==> src/design/psfp_pkg.sv <==
// shared types and constants of the prefix/suffix frame parser
`default_nettype none

package psfp_pkg;

  localparam int unsigned BYTE_W    = 8;
  localparam int unsigned REG_W     = 35;
  localparam int unsigned LEN_W     = 3;
  localparam int unsigned LEN_LSB   = 32;
  localparam int unsigned MAX_SLOTS = 4;
  localparam int unsigned SLOT_W    = 2;
  localparam int unsigned CFG_IDX_W = 4;
  localparam int unsigned KIND_W    = 2;

  // register indexes on the configuration port
  localparam logic [CFG_IDX_W-1:0] CFG_PREFIX_BASE = 4'd0;
  localparam logic [CFG_IDX_W-1:0] CFG_SUFFIX_BASE = 4'd4;
  localparam logic [CFG_IDX_W-1:0] CFG_END         = 4'd8;

  typedef enum logic [1:0] {
    MODE_IDLE   = 2'd0,
    MODE_PREFIX = 2'd1,
    MODE_BODY   = 2'd2,
    MODE_SUFFIX = 2'd3
  } mode_e;

  typedef enum logic [KIND_W-1:0] {
    EV_BODY  = 2'd0,
    EV_DONE  = 2'd1,
    EV_ABORT = 2'd2
  } event_e;

  typedef logic [REG_W-1:0] tag_reg_t;

endpackage

`default_nettype wire

==> src/design/prefix_suffix_frame_parser.sv <==
// top level of the prefix/suffix frame parser
//
// usage:
//   one byte enters per input item (data_byte_i, in_valid_i / in_stall_o).
//   up to NUM_HANDLERS handlers each own a prefix of 0..TAG_BYTES bytes and a
//   suffix of 1..TAG_BYTES bytes, written through the plain config port (cfg_we_i,
//   cfg_idx_i, cfg_data_i): indexes 0..3 are prefixes, 4..7 suffixes, others ignored.
//   an item gives zero or one result item (out_valid_o / out_stall_i): a body
//   byte, a frame completed or a frame aborted, tagged with the owning handler.
// timing:
//   the whole prefix/body/suffix update is one pass of byte compares between
//   the accepted byte and the result register, so a result shows in the cycle
//   after its item is accepted and an item can be accepted every cycle unless stalled.
//   the result register frees in the same cycle its item is taken, so the
//   input is only stalled while a result waits and the receiver stalls.
// reset:
//   rst_ni clears the parse state, the result valid and all tag registers.
`default_nettype none

module prefix_suffix_frame_parser #(
  parameter int unsigned NUM_HANDLERS = 4,
  parameter int unsigned TAG_BYTES    = 4
) (
  input  wire logic                            clk_i,
  input  wire logic                            rst_ni,
  // configuration
  input  wire logic                            cfg_we_i,
  input  wire logic [psfp_pkg::CFG_IDX_W-1:0]  cfg_idx_i,
  input  wire logic [psfp_pkg::REG_W-1:0]      cfg_data_i,
  // input items
  input  wire logic                            in_valid_i,
  output logic                                 in_stall_o,
  input  wire logic [psfp_pkg::BYTE_W-1:0]     data_byte_i,
  // result items
  output logic                                 out_valid_o,
  input  wire logic                            out_stall_i,
  output logic [psfp_pkg::KIND_W-1:0]          event_kind_o,
  output logic [psfp_pkg::SLOT_W-1:0]          handler_index_o,
  output logic [psfp_pkg::BYTE_W-1:0]          body_byte_o
);

  // position counter holds 0..TAG_BYTES
  localparam int unsigned POS_W = (TAG_BYTES + 1 > 4) ? 3 : ((TAG_BYTES + 1 > 2) ? 2 : 1);
  localparam logic [psfp_pkg::LEN_W-1:0] MAX_LEN = psfp_pkg::LEN_W'(TAG_BYTES);

  // byte pos of a packed tag register
  function automatic logic [psfp_pkg::BYTE_W-1:0] tag_byte(
    input psfp_pkg::tag_reg_t r,
    input logic [1:0]         p
  );
    return r[{p, 3'b000} +: psfp_pkg::BYTE_W];
  endfunction

  // tag length limited to TAG_BYTES, and to at least one when min_one is set
  function automatic logic [POS_W-1:0] tag_len(
    input psfp_pkg::tag_reg_t r,
    input logic               min_one
  );
    logic [psfp_pkg::LEN_W-1:0] raw;
    raw = r[psfp_pkg::LEN_LSB +: psfp_pkg::LEN_W];
    if (raw > MAX_LEN) raw = MAX_LEN;
    if (min_one && raw == '0) raw = psfp_pkg::LEN_W'(1);
    return POS_W'(raw);
  endfunction

  // tag registers
  psfp_pkg::tag_reg_t prefix_q [psfp_pkg::MAX_SLOTS];
  psfp_pkg::tag_reg_t suffix_q [psfp_pkg::MAX_SLOTS];

  // parse state
  psfp_pkg::mode_e                mode_q, mode_d;
  logic [NUM_HANDLERS-1:0]        cand_q, cand_d;
  logic [POS_W-1:0]               pos_q, pos_d;
  logic [psfp_pkg::SLOT_W-1:0]    active_q, active_d;

  // result register
  logic                           out_valid_q, out_valid_d;
  psfp_pkg::event_e               kind_q, kind_d;
  logic [psfp_pkg::SLOT_W-1:0]    hidx_q, hidx_d;
  logic [psfp_pkg::BYTE_W-1:0]    body_q, body_d;

  logic in_accept;

  // input is held only while an unaccepted result would be overwritten
  assign in_stall_o = out_valid_q & out_stall_i;
  assign in_accept  = in_valid_i & ~in_stall_o;

  // configuration writes
  always_ff @(posedge clk_i or negedge rst_ni) begin
    if (!rst_ni) begin
      for (int i = 0; i < psfp_pkg::MAX_SLOTS; i++) begin
        prefix_q[i] <= '0;
        suffix_q[i] <= '0;
      end
    end else if (cfg_we_i) begin
      if (cfg_idx_i < psfp_pkg::CFG_SUFFIX_BASE) begin
        prefix_q[cfg_idx_i[psfp_pkg::SLOT_W-1:0]] <= cfg_data_i;
      end else if (cfg_idx_i < psfp_pkg::CFG_END) begin
        suffix_q[cfg_idx_i[psfp_pkg::SLOT_W-1:0]] <= cfg_data_i;
      end
    end
  end

  // one pass: prefix narrowing, body forwarding, suffix matching
  always_comb begin
    logic [NUM_HANDLERS-1:0]     mask;
    logic [POS_W-1:0]            mpos;
    logic [NUM_HANDLERS-1:0]     next;
    logic                        found;
    logic [psfp_pkg::SLOT_W-1:0] win;
    logic [POS_W-1:0]            plen;
    logic [POS_W-1:0]            slen;
    logic [POS_W-1:0]            pos_inc;
    logic                        emit;
    psfp_pkg::tag_reg_t          sfx;

    mode_d   = mode_q;
    cand_d   = cand_q;
    pos_d    = pos_q;
    active_d = active_q;
    emit     = 1'b0;
    kind_d   = psfp_pkg::EV_BODY;
    body_d   = '0;

    sfx     = suffix_q[active_q];
    slen    = tag_len(sfx, 1'b1);
    pos_inc = POS_W'(pos_q + 1'b1);

    // idle starts from every handler at the first byte
    mask = (mode_q == psfp_pkg::MODE_IDLE) ? '1 : cand_q;
    mpos = (mode_q == psfp_pkg::MODE_IDLE) ? '0 : pos_q;

    next  = '0;
    found = 1'b0;
    win   = '0;
    for (int i = 0; i < NUM_HANDLERS; i++) begin
      plen = tag_len(prefix_q[i], 1'b0);
      next[i] = mask[i] && (plen > mpos) &&
                (tag_byte(prefix_q[i], 2'(mpos)) == data_byte_i);
      // lowest completing handler wins
      if (!found && next[i] && plen == POS_W'(mpos + 1'b1)) begin
        found = 1'b1;
        win   = psfp_pkg::SLOT_W'(i);
      end
    end

    if (in_accept) begin
      case (mode_q)
        psfp_pkg::MODE_IDLE, psfp_pkg::MODE_PREFIX: begin
          if (mode_q == psfp_pkg::MODE_PREFIX && pos_q >= POS_W'(TAG_BYTES)) begin
            mode_d = psfp_pkg::MODE_IDLE;
            cand_d = '0;
            pos_d  = '0;
          end else if (found) begin
            mode_d   = psfp_pkg::MODE_BODY;
            active_d = win;
            cand_d   = '0;
            pos_d    = '0;
          end else if (next != '0) begin
            mode_d = psfp_pkg::MODE_PREFIX;
            cand_d = next;
            pos_d  = POS_W'(mpos + 1'b1);
          end else begin
            // mismatching byte is dropped, not retried as a new prefix start
            mode_d = psfp_pkg::MODE_IDLE;
            cand_d = '0;
            pos_d  = '0;
          end
        end
        psfp_pkg::MODE_BODY: begin
          if (tag_byte(sfx, 2'b00) == data_byte_i) begin
            if (slen == POS_W'(1)) begin
              emit   = 1'b1;
              kind_d = psfp_pkg::EV_DONE;
              mode_d = psfp_pkg::MODE_IDLE;
              cand_d = '0;
              pos_d  = '0;
            end else begin
              mode_d = psfp_pkg::MODE_SUFFIX;
              pos_d  = POS_W'(1);
            end
          end else begin
            emit   = 1'b1;
            kind_d = psfp_pkg::EV_BODY;
            body_d = data_byte_i;
          end
        end
        psfp_pkg::MODE_SUFFIX: begin
          mode_d = psfp_pkg::MODE_IDLE;
          cand_d = '0;
          pos_d  = '0;
          if (pos_q >= slen || tag_byte(sfx, 2'(pos_q)) != data_byte_i) begin
            emit   = 1'b1;
            kind_d = psfp_pkg::EV_ABORT;
          end else if (pos_inc == slen) begin
            emit   = 1'b1;
            kind_d = psfp_pkg::EV_DONE;
          end else begin
            mode_d = psfp_pkg::MODE_SUFFIX;
            pos_d  = pos_inc;
          end
        end
        default: begin
          mode_d = psfp_pkg::MODE_IDLE;
        end
      endcase
    end

    // result tags the handler that owns the frame at this byte
    hidx_d = active_q;

    if (in_accept) begin
      out_valid_d = emit;
    end else if (!out_stall_i) begin
      out_valid_d = 1'b0;
    end else begin
      out_valid_d = out_valid_q;
    end
  end

  always_ff @(posedge clk_i or negedge rst_ni) begin
    if (!rst_ni) begin
      mode_q      <= psfp_pkg::MODE_IDLE;
      cand_q      <= '0;
      pos_q       <= '0;
      active_q    <= '0;
      out_valid_q <= 1'b0;
    end else begin
      mode_q      <= mode_d;
      cand_q      <= cand_d;
      pos_q       <= pos_d;
      active_q    <= active_d;
      out_valid_q <= out_valid_d;
    end
  end

  // result payload, loaded only when a new result is produced
  always_ff @(posedge clk_i) begin
    if (in_accept && out_valid_d) begin
      kind_q <= kind_d;
      hidx_q <= hidx_d;
      body_q <= body_d;
    end
  end

  assign out_valid_o     = out_valid_q;
  assign event_kind_o    = kind_q;
  assign handler_index_o = hidx_q;
  assign body_byte_o     = body_q;

endmodule

`default_nettype wire

==> config.mk <==
export PLATFORM = sky130hd
export DESIGN_NAME = prefix_suffix_frame_parser
export DESIGN_NICKNAME = d
export VERILOG_FILES = /design/src/design/psfp_pkg.sv /design/src/design/prefix_suffix_frame_parser.sv
export SDC_FILE = /design/constraint.sdc
export NUM_CORES = 1
export LEC_CHECK = 0
export ABC_AREA = 1
export BUFFER_PORTS_ARGS = -buffer_cell sky130_fd_sc_hd__buf_2
export CAP_MARGIN = 0
export CORE_ASPECT_RATIO = 1.4
export CORE_MARGIN = 3
export CORE_UTILIZATION = 45
export CTS_BUF_LIST = sky130_fd_sc_hd__clkbuf_4 sky130_fd_sc_hd__clkbuf_8 sky130_fd_sc_hd__clkbuf_16
export CTS_CLUSTER_SIZE = 12
export DETAILED_ROUTE_END_ITERATION = 8
export PLACE_DENSITY_LB_ADDON = 0.25
export SLEW_MARGIN = 15
export SYNTH_ARGS = -nofsm -noshare
export SYNTH_HDL_FRONTEND = slang
export SYNTH_SLANG_ARGS = --single-unit
==> constraint.sdc <==
create_clock -name clk_i -period 8 [get_ports clk_i]
set_clock_uncertainty 0.05 [all_clocks]
set_input_delay 0.4 -clock clk_i [delete_from_list [all_inputs] [get_ports clk_i]]
set_output_delay 0.4 -clock clk_i [all_outputs]
set_load 0.02 [all_outputs]
Word-level counts from Yosys, hierarchy flattened. Index checks and enable logic that the tools add are counted.

Add/sub/neg operators: 2. Magnitude comparators: 16. Eq/ne operators: 17. Shifts and indexed selects: 5. Muxes and demuxes: 56. Bitwise logic cells: 9. Reductions and logical operators: 32.

Operator list (count): 140-bit bitwise mux (2); 35-bit by 6-bit variable part select with 8-bit output (5); 35-bit 2-to-1 mux (3); 35-bit binary-select mux with 2-bit select (1); 35-bit demux with 2-bit select (1); 8-bit == test (5); 3-bit 2-to-1 mux (13); 4-bit 2-to-1 mux (6); 2-bit 2-to-1 mux (10); 1-bit logical AND (18); 3-bit == test (5); 3-bit greater-than comparator, second input constant (5); 1-bit 2-to-1 mux (15); 3-bit greater-than comparator (4); 4-bit one-hot mux with 3 select lines (1); 3-bit greater-or-equal comparator, second input constant (3); 3-bit one-hot mux with 3 select lines (1); 8-bit inequality test (1); 3-bit by 1-bit adder with 3-bit output, second input constant (2); 2-bit NOT with 3-bit output (2); 2-bit one-hot mux with 3 select lines (1); 3-bit AND reduction (2); 1-bit NOT (5); 2-bit == test, second input constant (2); 19 further kinds (24).

Register bits after elaboration: 304. Input port bits: 52. Output and inout bits: 14. Logic and storage cells: 153.

Logic depth before layout (Yosys ltp).
Depth in word-level cells: 22. Depth in mapped cells: 22. Depth with buffers taken out: 20.

Worst setup path before layout. Ideal clock, no wire load.

Kind: register to register. Start point: register active_q[0] (netlist bit). End point: register body_q (netlist bit body_byte_o[0]) (enable). Library setup time: 0.294 ns. Arrival time: 2.711 ns. Data required time: 7.656 ns. Setup slack: 4.945 ns. Stages on the path, launching flop included: 22. Path buffers: 3. Clock period less this slack: 3.055 ns. Cells stage by stage: dfrtp_1 buf_6 buf_2 buf_2 nand2_1 a32oi_1 inv_1 nand2_1 nand2_1 ha_1 o21ai_0 nand2_1 a21oi_1 nand2_1 nor2_1 nand2_1 nor2_1 nand2_1 nand2_1 nand3_1 nand2_1 inv_1.

Cells in the longest elaborated chain, start to end: 14. Elaborated cells on any way between the ends: 22.

Ends and longest elaborated chain: start, declared (RTL line prefix_suffix_frame_parser.sv:74) `logic [psfp_pkg::SLOT_W-1:0] active_q, active_d;`; start signal, assigned (RTL line prefix_suffix_frame_parser.sv:232) `active_q <= active_d;`; 2-bit NOT with 3-bit output (not written as such) * (RTL line prefix_suffix_frame_parser.sv:125) `sfx = suffix_q[active_q];`; 35-bit binary-select mux with 2-bit select * (RTL line prefix_suffix_frame_parser.sv:125); 35-bit 2-to-1 mux (not written as such) * (2 in a row) (RTL line prefix_suffix_frame_parser.sv:125); 3-bit greater-than comparator (RTL line prefix_suffix_frame_parser.sv:61) `if (raw > MAX_LEN) raw = MAX_LEN;`; 3-bit 2-to-1 mux (RTL line prefix_suffix_frame_parser.sv:61); 3-bit zero test (RTL line prefix_suffix_frame_parser.sv:62) `if (min_one && raw == '0) raw = psfp_pkg::LEN_W'(1);`; 3-bit 2-to-1 mux (RTL line prefix_suffix_frame_parser.sv:62); 3-bit greater-or-equal comparator, or another cell as far along (RTL line prefix_suffix_frame_parser.sv:192) `if (pos_q >= slen || tag_byte(sfx, 2'(pos_q)) != data_byte_i) begin`; 1-bit logical OR, or another cell as far along (RTL line prefix_suffix_frame_parser.sv:192); 1-bit 2-to-1 mux, on equally long branches (RTL line prefix_suffix_frame_parser.sv:192, prefix_suffix_frame_parser.sv:171); 1-bit one-hot mux with 2 select lines * (RTL line prefix_suffix_frame_parser.sv:148) `case (mode_q)`; 1-bit 2-to-1 mux * (RTL line prefix_suffix_frame_parser.sv:212) `if (in_accept) begin`; 1-bit logical AND * (RTL line prefix_suffix_frame_parser.sv:239) `if (in_accept && out_valid_d) begin`; end signal, assigned (RTL line prefix_suffix_frame_parser.sv:242) `body_q <= body_d;`; end, declared (RTL line prefix_suffix_frame_parser.sv:80) `logic [psfp_pkg::BYTE_W-1:0] body_q, body_d;`.

Every way passes the cells marked *; elsewhere a longest branch is shown, timed or not. The select of a mux whose other input is x is not followed. A chain may end at the register's enable or synchronous reset.

Worst setup path in the final report.
Start point: register active_q[0] (netlist bit). End point: register hidx_q (netlist bit handler_index_o[0]) (enable).

Cells in the longest elaborated chain, start to end: 14. Elaborated cells on any way between the ends: 22.

Ends and longest elaborated chain: 2-bit NOT with 3-bit output (not written as such) * (RTL line prefix_suffix_frame_parser.sv:125); 35-bit binary-select mux with 2-bit select * (RTL line prefix_suffix_frame_parser.sv:125); 35-bit 2-to-1 mux (not written as such) * (2 in a row) (RTL line prefix_suffix_frame_parser.sv:125); 3-bit greater-than comparator (RTL line prefix_suffix_frame_parser.sv:61); 3-bit 2-to-1 mux (RTL line prefix_suffix_frame_parser.sv:61); 3-bit zero test (RTL line prefix_suffix_frame_parser.sv:62); 3-bit 2-to-1 mux (RTL line prefix_suffix_frame_parser.sv:62); 3-bit greater-or-equal comparator, or another cell as far along (RTL line prefix_suffix_frame_parser.sv:192); 1-bit logical OR, or another cell as far along (RTL line prefix_suffix_frame_parser.sv:192); 1-bit 2-to-1 mux, on equally long branches (RTL line prefix_suffix_frame_parser.sv:192, prefix_suffix_frame_parser.sv:171); 1-bit one-hot mux with 2 select lines * (RTL line prefix_suffix_frame_parser.sv:148); 1-bit 2-to-1 mux * (RTL line prefix_suffix_frame_parser.sv:212); 1-bit logical AND * (RTL line prefix_suffix_frame_parser.sv:239); end signal, assigned (RTL line prefix_suffix_frame_parser.sv:241) `hidx_q <= hidx_d;`; end, declared (RTL line prefix_suffix_frame_parser.sv:79) `logic [psfp_pkg::SLOT_W-1:0] hidx_q, hidx_d;`.

Marked as above.

==> results.md <==
Timing:
- The max-slew violation total from the final report is 0.
- Headroom to the max-slew limit came out at between 30% and 40%.
- The fmax is 0.235 GHz.
- The total of endpoints with negative setup slack in the final report is 0.
- Setup repair after global routing left no endpoint under its margin.
- The worst hold slack after final layout is 0.0208 ns.
- For the pin with the worst max-slew slack, the measured transition is a little over 1 ns.
- The number of failing hold endpoints at the final stage is 0.
- The clock period could shrink to 4.26 ns.
- The final cycle utilization of the critical path is 53.3%.
- Once routing completed, OpenROAD measured the worst setup slack at 3.74 ns.
- The sum of negative setup slack is 0 ns.

Logic synthesis:
- The top-area cell type share of the netlist area is 45.2%.
- The most used flip-flop cell after synthesis is sky130_fd_sc_hd__dfrtp_1.
- The biggest area contributor in the post-synthesis netlist is sky130_fd_sc_hd__dfrtp_1.
- The post-synthesis cell area is 0.0162 mm².
- The number of library cell types mapped by synthesis is 37.
- For this run, the number of Yosys warnings is 0.
- In the post-synthesis netlist, the cell with the most instances is sky130_fd_sc_hd__nand2_1.
- Synthesis produced a netlist with a net count of roughly 2300.
- A synthesized cell averages 7.32 µm².
- The proportion of synthesized chip area in sequential cells is between 40% and 50%.
- After synthesis, the share of flip-flops with an asynchronous set or reset is about 96%.
- Counting flops with a built-in enable in the synthesized netlist gives 12.
- In the synthesized netlist, the cells that appear most often are sky130_fd_sc_hd__nand2_1 (705), sky130_fd_sc_hd__dfrtp_1 (292), sky130_fd_sc_hd__o21ai_0 (261).
- After synthesis, the cell types taking the most area are sky130_fd_sc_hd__dfrtp_1 (45%), sky130_fd_sc_hd__nand2_1 (16%), sky130_fd_sc_hd__o21ai_0 (8.1%), sky130_fd_sc_hd__nand3_1 (8.0%), sky130_fd_sc_hd__inv_1 (5.9%).
- The post-synthesis sequential element count is 304.
- Synthesis produced 2207 cells.

Critical path:
- Counting both buffers and inverters, the worst setup path holds a total of 2.
- Along the worst path, the maximum fanout reaches 49.
- In this run the register-to-register setup slack is 3.74 ns.
- In this run the critical register-to-register path is launched from active_q[0].
- The biggest cell delay along the critical path is 0.67 ns.
- Data on the critical path is required at its endpoint by between 8 and 9 ns.
- Broken down by cell family, the worst path's largest delay share belongs to simple AND/OR/NAND/NOR gates.
- Measured in cells, the most critical reg-to-reg path has a length of 18.
- The worst setup path is launched from a flip-flop.
- The kind of critical path is reg2reg.
- The most numerous cell on the critical path is sky130_fd_sc_hd__nand2_1.
- The cell with the largest stage delay on the worst path is sky130_fd_sc_hd__dfrtp_4.
- STA classifies the critical path endpoint as a flip-flop.
- The critical path data arrival time is 4.48 ns.
- The critical path crosses 18 cells after its start point.
- The capture instance of the worst register-to-register path is handler_index_o[0].
- The critical path goes through inv_2, o21ai_0, a21oi_2, nand2_1, nand2_1, ha_1, o21ai_0, nand2_1, a21oi_1, nand2_1, nor2_1, nand2_1, nor2_1, nand2_1, nand2_1, nand3_1, nand2_1, inv_1.

Clock tree:
- Buffers added to address setup during post-CTS repair amount to 0.
- The clock latency reported for the late side of the worst-skew pair is 0.58 ns.
- The number of clock sinks is 304.
- In this run the number of H-tree levels came out at 1.
- The clock passes through at most 3 buffers.
- In this run the clock root is driven by a sky130_fd_sc_hd__clkbuf_16.
- The clock transition at the registers of the reported paths is 0.06 ns.
- In this run, post-CTS hold repair placed 8 buffers.
- The clock tree from TritonCTS is yes.
- Buffers inserted during clock tree synthesis total 31.
- After clock tree synthesis, the repair step resized 0 gates.

Global route:
- The first global-routing pass estimated a little over 80 mm of wire.
- The number of antenna violations at the first check in global routing is 3.
- The overall global routing resource usage is 27.3%.
- Summed over all layers, the global routing overflow is 0.
- Entering global routing, the biggest net connects 98 pins.
- The number of global-route vias before repair is about 14000.

Final layout:
- The layout overhead on the synthesized area is 9.54%.
- The filler cells instantiated in the layout total 3488.
- The net count of the finished layout is 2277.
- Once layout is done, the placed cells without fillers occupy 0.0177 mm².
- Registers take 0.00767 mm².
- The fraction of final layout cells sized beyond drive strength 1 is 8.21%.
- In the final layout, the multi-input gates occupy 0.00699 mm².

Place:
- In this run the cell area measured after placement is 0.0167 mm².
- Routability-driven placement finished with a final weighted congestion of 0.958.
- During placement, the flow inserted port buffers numbering 65.
- The worst setup slack after placement is 3.76 ns.
- The final HPWL from detailed placement is ~36 mm.

Power:
- The portion of total power attributed to sequential cells is about a third.
- IR analysis of the VDD net gives a maximum drop of 0.264 mV.
- The reported leakage power is ~0.0089 µW.
- The switching power is 2550 µW.
- For this design the ratio of total power to cell area is between 300 and 400 mW/mm².
- Of the total power, the clock network draws 22.8%.
- The internal power contribution is 3380 µW.
- Net switching is 43.0% of the power.
- Combinational cells account for roughly 42% of the total power.

Die:
- The floorplan step set the die width to around 170 µm.
- The core area is around 0.035 mm².
- The floorplan step defined a die boundary enclosing between 0.03 and 0.04 mm².
- The site row count is 81.
- 66 I/O pins were placed.
- The die height is 230 µm.
- The effective utilization at floorplan is between 40% and 50%.

Route:
- In the routed layout, each cell is associated on average with a via count of between 5 and 6.
- After detailed routing, the number of remaining DRC violations is 0.
- The pre-antenna-repair detailed-routing pass consisted of 6 iterations.
- Dividing the detail-routed wire length by the instance count gives ~19 µm.
- The detail route stage leaves a number of antenna-violating nets equal to 0.
- After the first detailed-routing iteration, the DRC count stood at 1179.
- The via total after detailed routing is 14500.
- The aggregate routed wire length is 51.8 mm.

Outcome:
- The run finished with clean final reports.

Hold path:
- The class of the tightest hold or removal check is in2reg.
- The path with the worst hold slack has its endpoint at suffix_q[39].
- The count of cells along the worst hold path is 3.
- In this run the most critical hold path is launched from cfg_data_i[4].

Job:
- The tool flagged a number of max-cap violations equal to 0.
-- worst register-to-register path: stages (launching register included) --
cell and delay [ns]:
sky130_fd_sc_hd__dfrtp_4 0.67, sky130_fd_sc_hd__inv_2 0.68, sky130_fd_sc_hd__o21ai_0 0.22, sky130_fd_sc_hd__a21oi_2 0.34, sky130_fd_sc_hd__nand2_1 0.12, sky130_fd_sc_hd__nand2_1 0.08, sky130_fd_sc_hd__ha_1 0.23, sky130_fd_sc_hd__o21ai_0 0.19
sky130_fd_sc_hd__nand2_1 0.08, sky130_fd_sc_hd__a21oi_1 0.16, sky130_fd_sc_hd__nand2_1 0.08, sky130_fd_sc_hd__nor2_1 0.10, sky130_fd_sc_hd__nand2_1 0.05, sky130_fd_sc_hd__nor2_1 0.36, sky130_fd_sc_hd__nand2_1 0.09, sky130_fd_sc_hd__nand2_1 0.08
sky130_fd_sc_hd__nand3_1 0.07, sky130_fd_sc_hd__nand2_1 0.08, sky130_fd_sc_hd__inv_1 0.21
-- power groups by stage --
stage,clock network (µW),registers [µW],logic [µW]
6_report,1360,2080,2500
5_1_grt,1450,2120,2800
4_1_cts,1390,2080,2500
3_5_place_dp,0,2100,2490
3_3_place_gp,0,2090,2450
2_1_floorplan,0,2070,1710
-- flip-flops by register name, indices dropped and copies added (netlist names) --
name             flops
active_q             2
body_byte_o          8
cand_q               4
event_kind_o         2
handler_index_o      2
mode_q               2
out_valid_o          1
pos_q                3
prefix_q           140
suffix_q           140
-- worst max-delay path by stage --
stage                start            endpoint
2_1_floorplan  active_q[0]      body_byte_o[0]
3_3_place_gp   active_q[0]      body_byte_o[0]
3_5_place_dp   active_q[0]      body_byte_o[7]
4_1_cts        active_q[0]  handler_index_o[0]
5_1_grt        active_q[0]  handler_index_o[0]
6_report       active_q[0]  handler_index_o[0]
-- logic make-up (layout without fill, tap and decap cells) --
family	Yosys count	in the layout	share of synthesized area [%]
simple gates	1141	1141	29.9
buf+inv	380	403	9.57
compound gates	355	355	11.3
flops	304	304	47.4
xor+xnor	15	15	0.813
fa+ha+maj	12	12	0.929
other cells	0	3	0
-- metal layers --
metal / up-vias / share of wire (%) / global-route usage (%)
met4: 0 / 5.5 / 13.8
li1: 7028 / - / -
met3: 117 / 5.8 / 3.22
met5: - / 0 / 0
met1: 6874 / 41 / 35.1
met2: 501 / 48 / 45.8
-- cell usage in the layout, fill, tap and decap left out, drive strengths merged, types with 2 or more instances in the layout --
cell / synthesis / final
nor2: 116 / 116
ha: 12 / 12
diode: 0 / 3
o22ai: 2 / 2
inv: 259 / 260
xor2: 13 / 13
nor3: 4 / 4
nand3: 259 / 259
o31ai: 3 / 3
dfrtp: 292 / 292
dlygate4sd3: 0 / 8
nor3b: 2 / 2
a21oi: 72 / 72
xnor2: 2 / 2
buf: 49 / 84
edfxtp: 12 / 12
clkbuf: 70 / 44
nand4: 20 / 20
clkinvlp: 0 / 2
o21ai: 264 / 264
or2: 20 / 20
nand3b: 10 / 10
o211ai: 12 / 12
nand2: 710 / 710
clkinv: 2 / 5
-- per-stage QoR --
stage / total power (µW) / cells / utilization [%]
6_report: 5940 / 2689 / 50.3
5_1_grt: 6370 / 2689 / 50.3
4_1_cts: 5960 / 2686 / 50.3
3_5_place_dp: 4590 / 2628 / 47.5
3_3_place_gp: 4550 / 2628 / 47.5
2_1_floorplan: 3780 / 2207 / -
-- area by class of cell --
cell class | instances | area share [%]
Sequential cell | 304 | 43.3
Clock inverter | 6 | 0.219
Timing Repair Buffer | 92 | 3.15
Multi-Input combinational cell | 1523 | 39.5
Inverter | 261 | 5.53
Tap cell | 456 | 3.22
Clock buffer | 44 | 5.00
Antenna cell | 3 | 0.0424
No activity file was read; power rests on OpenSTA's default activity.
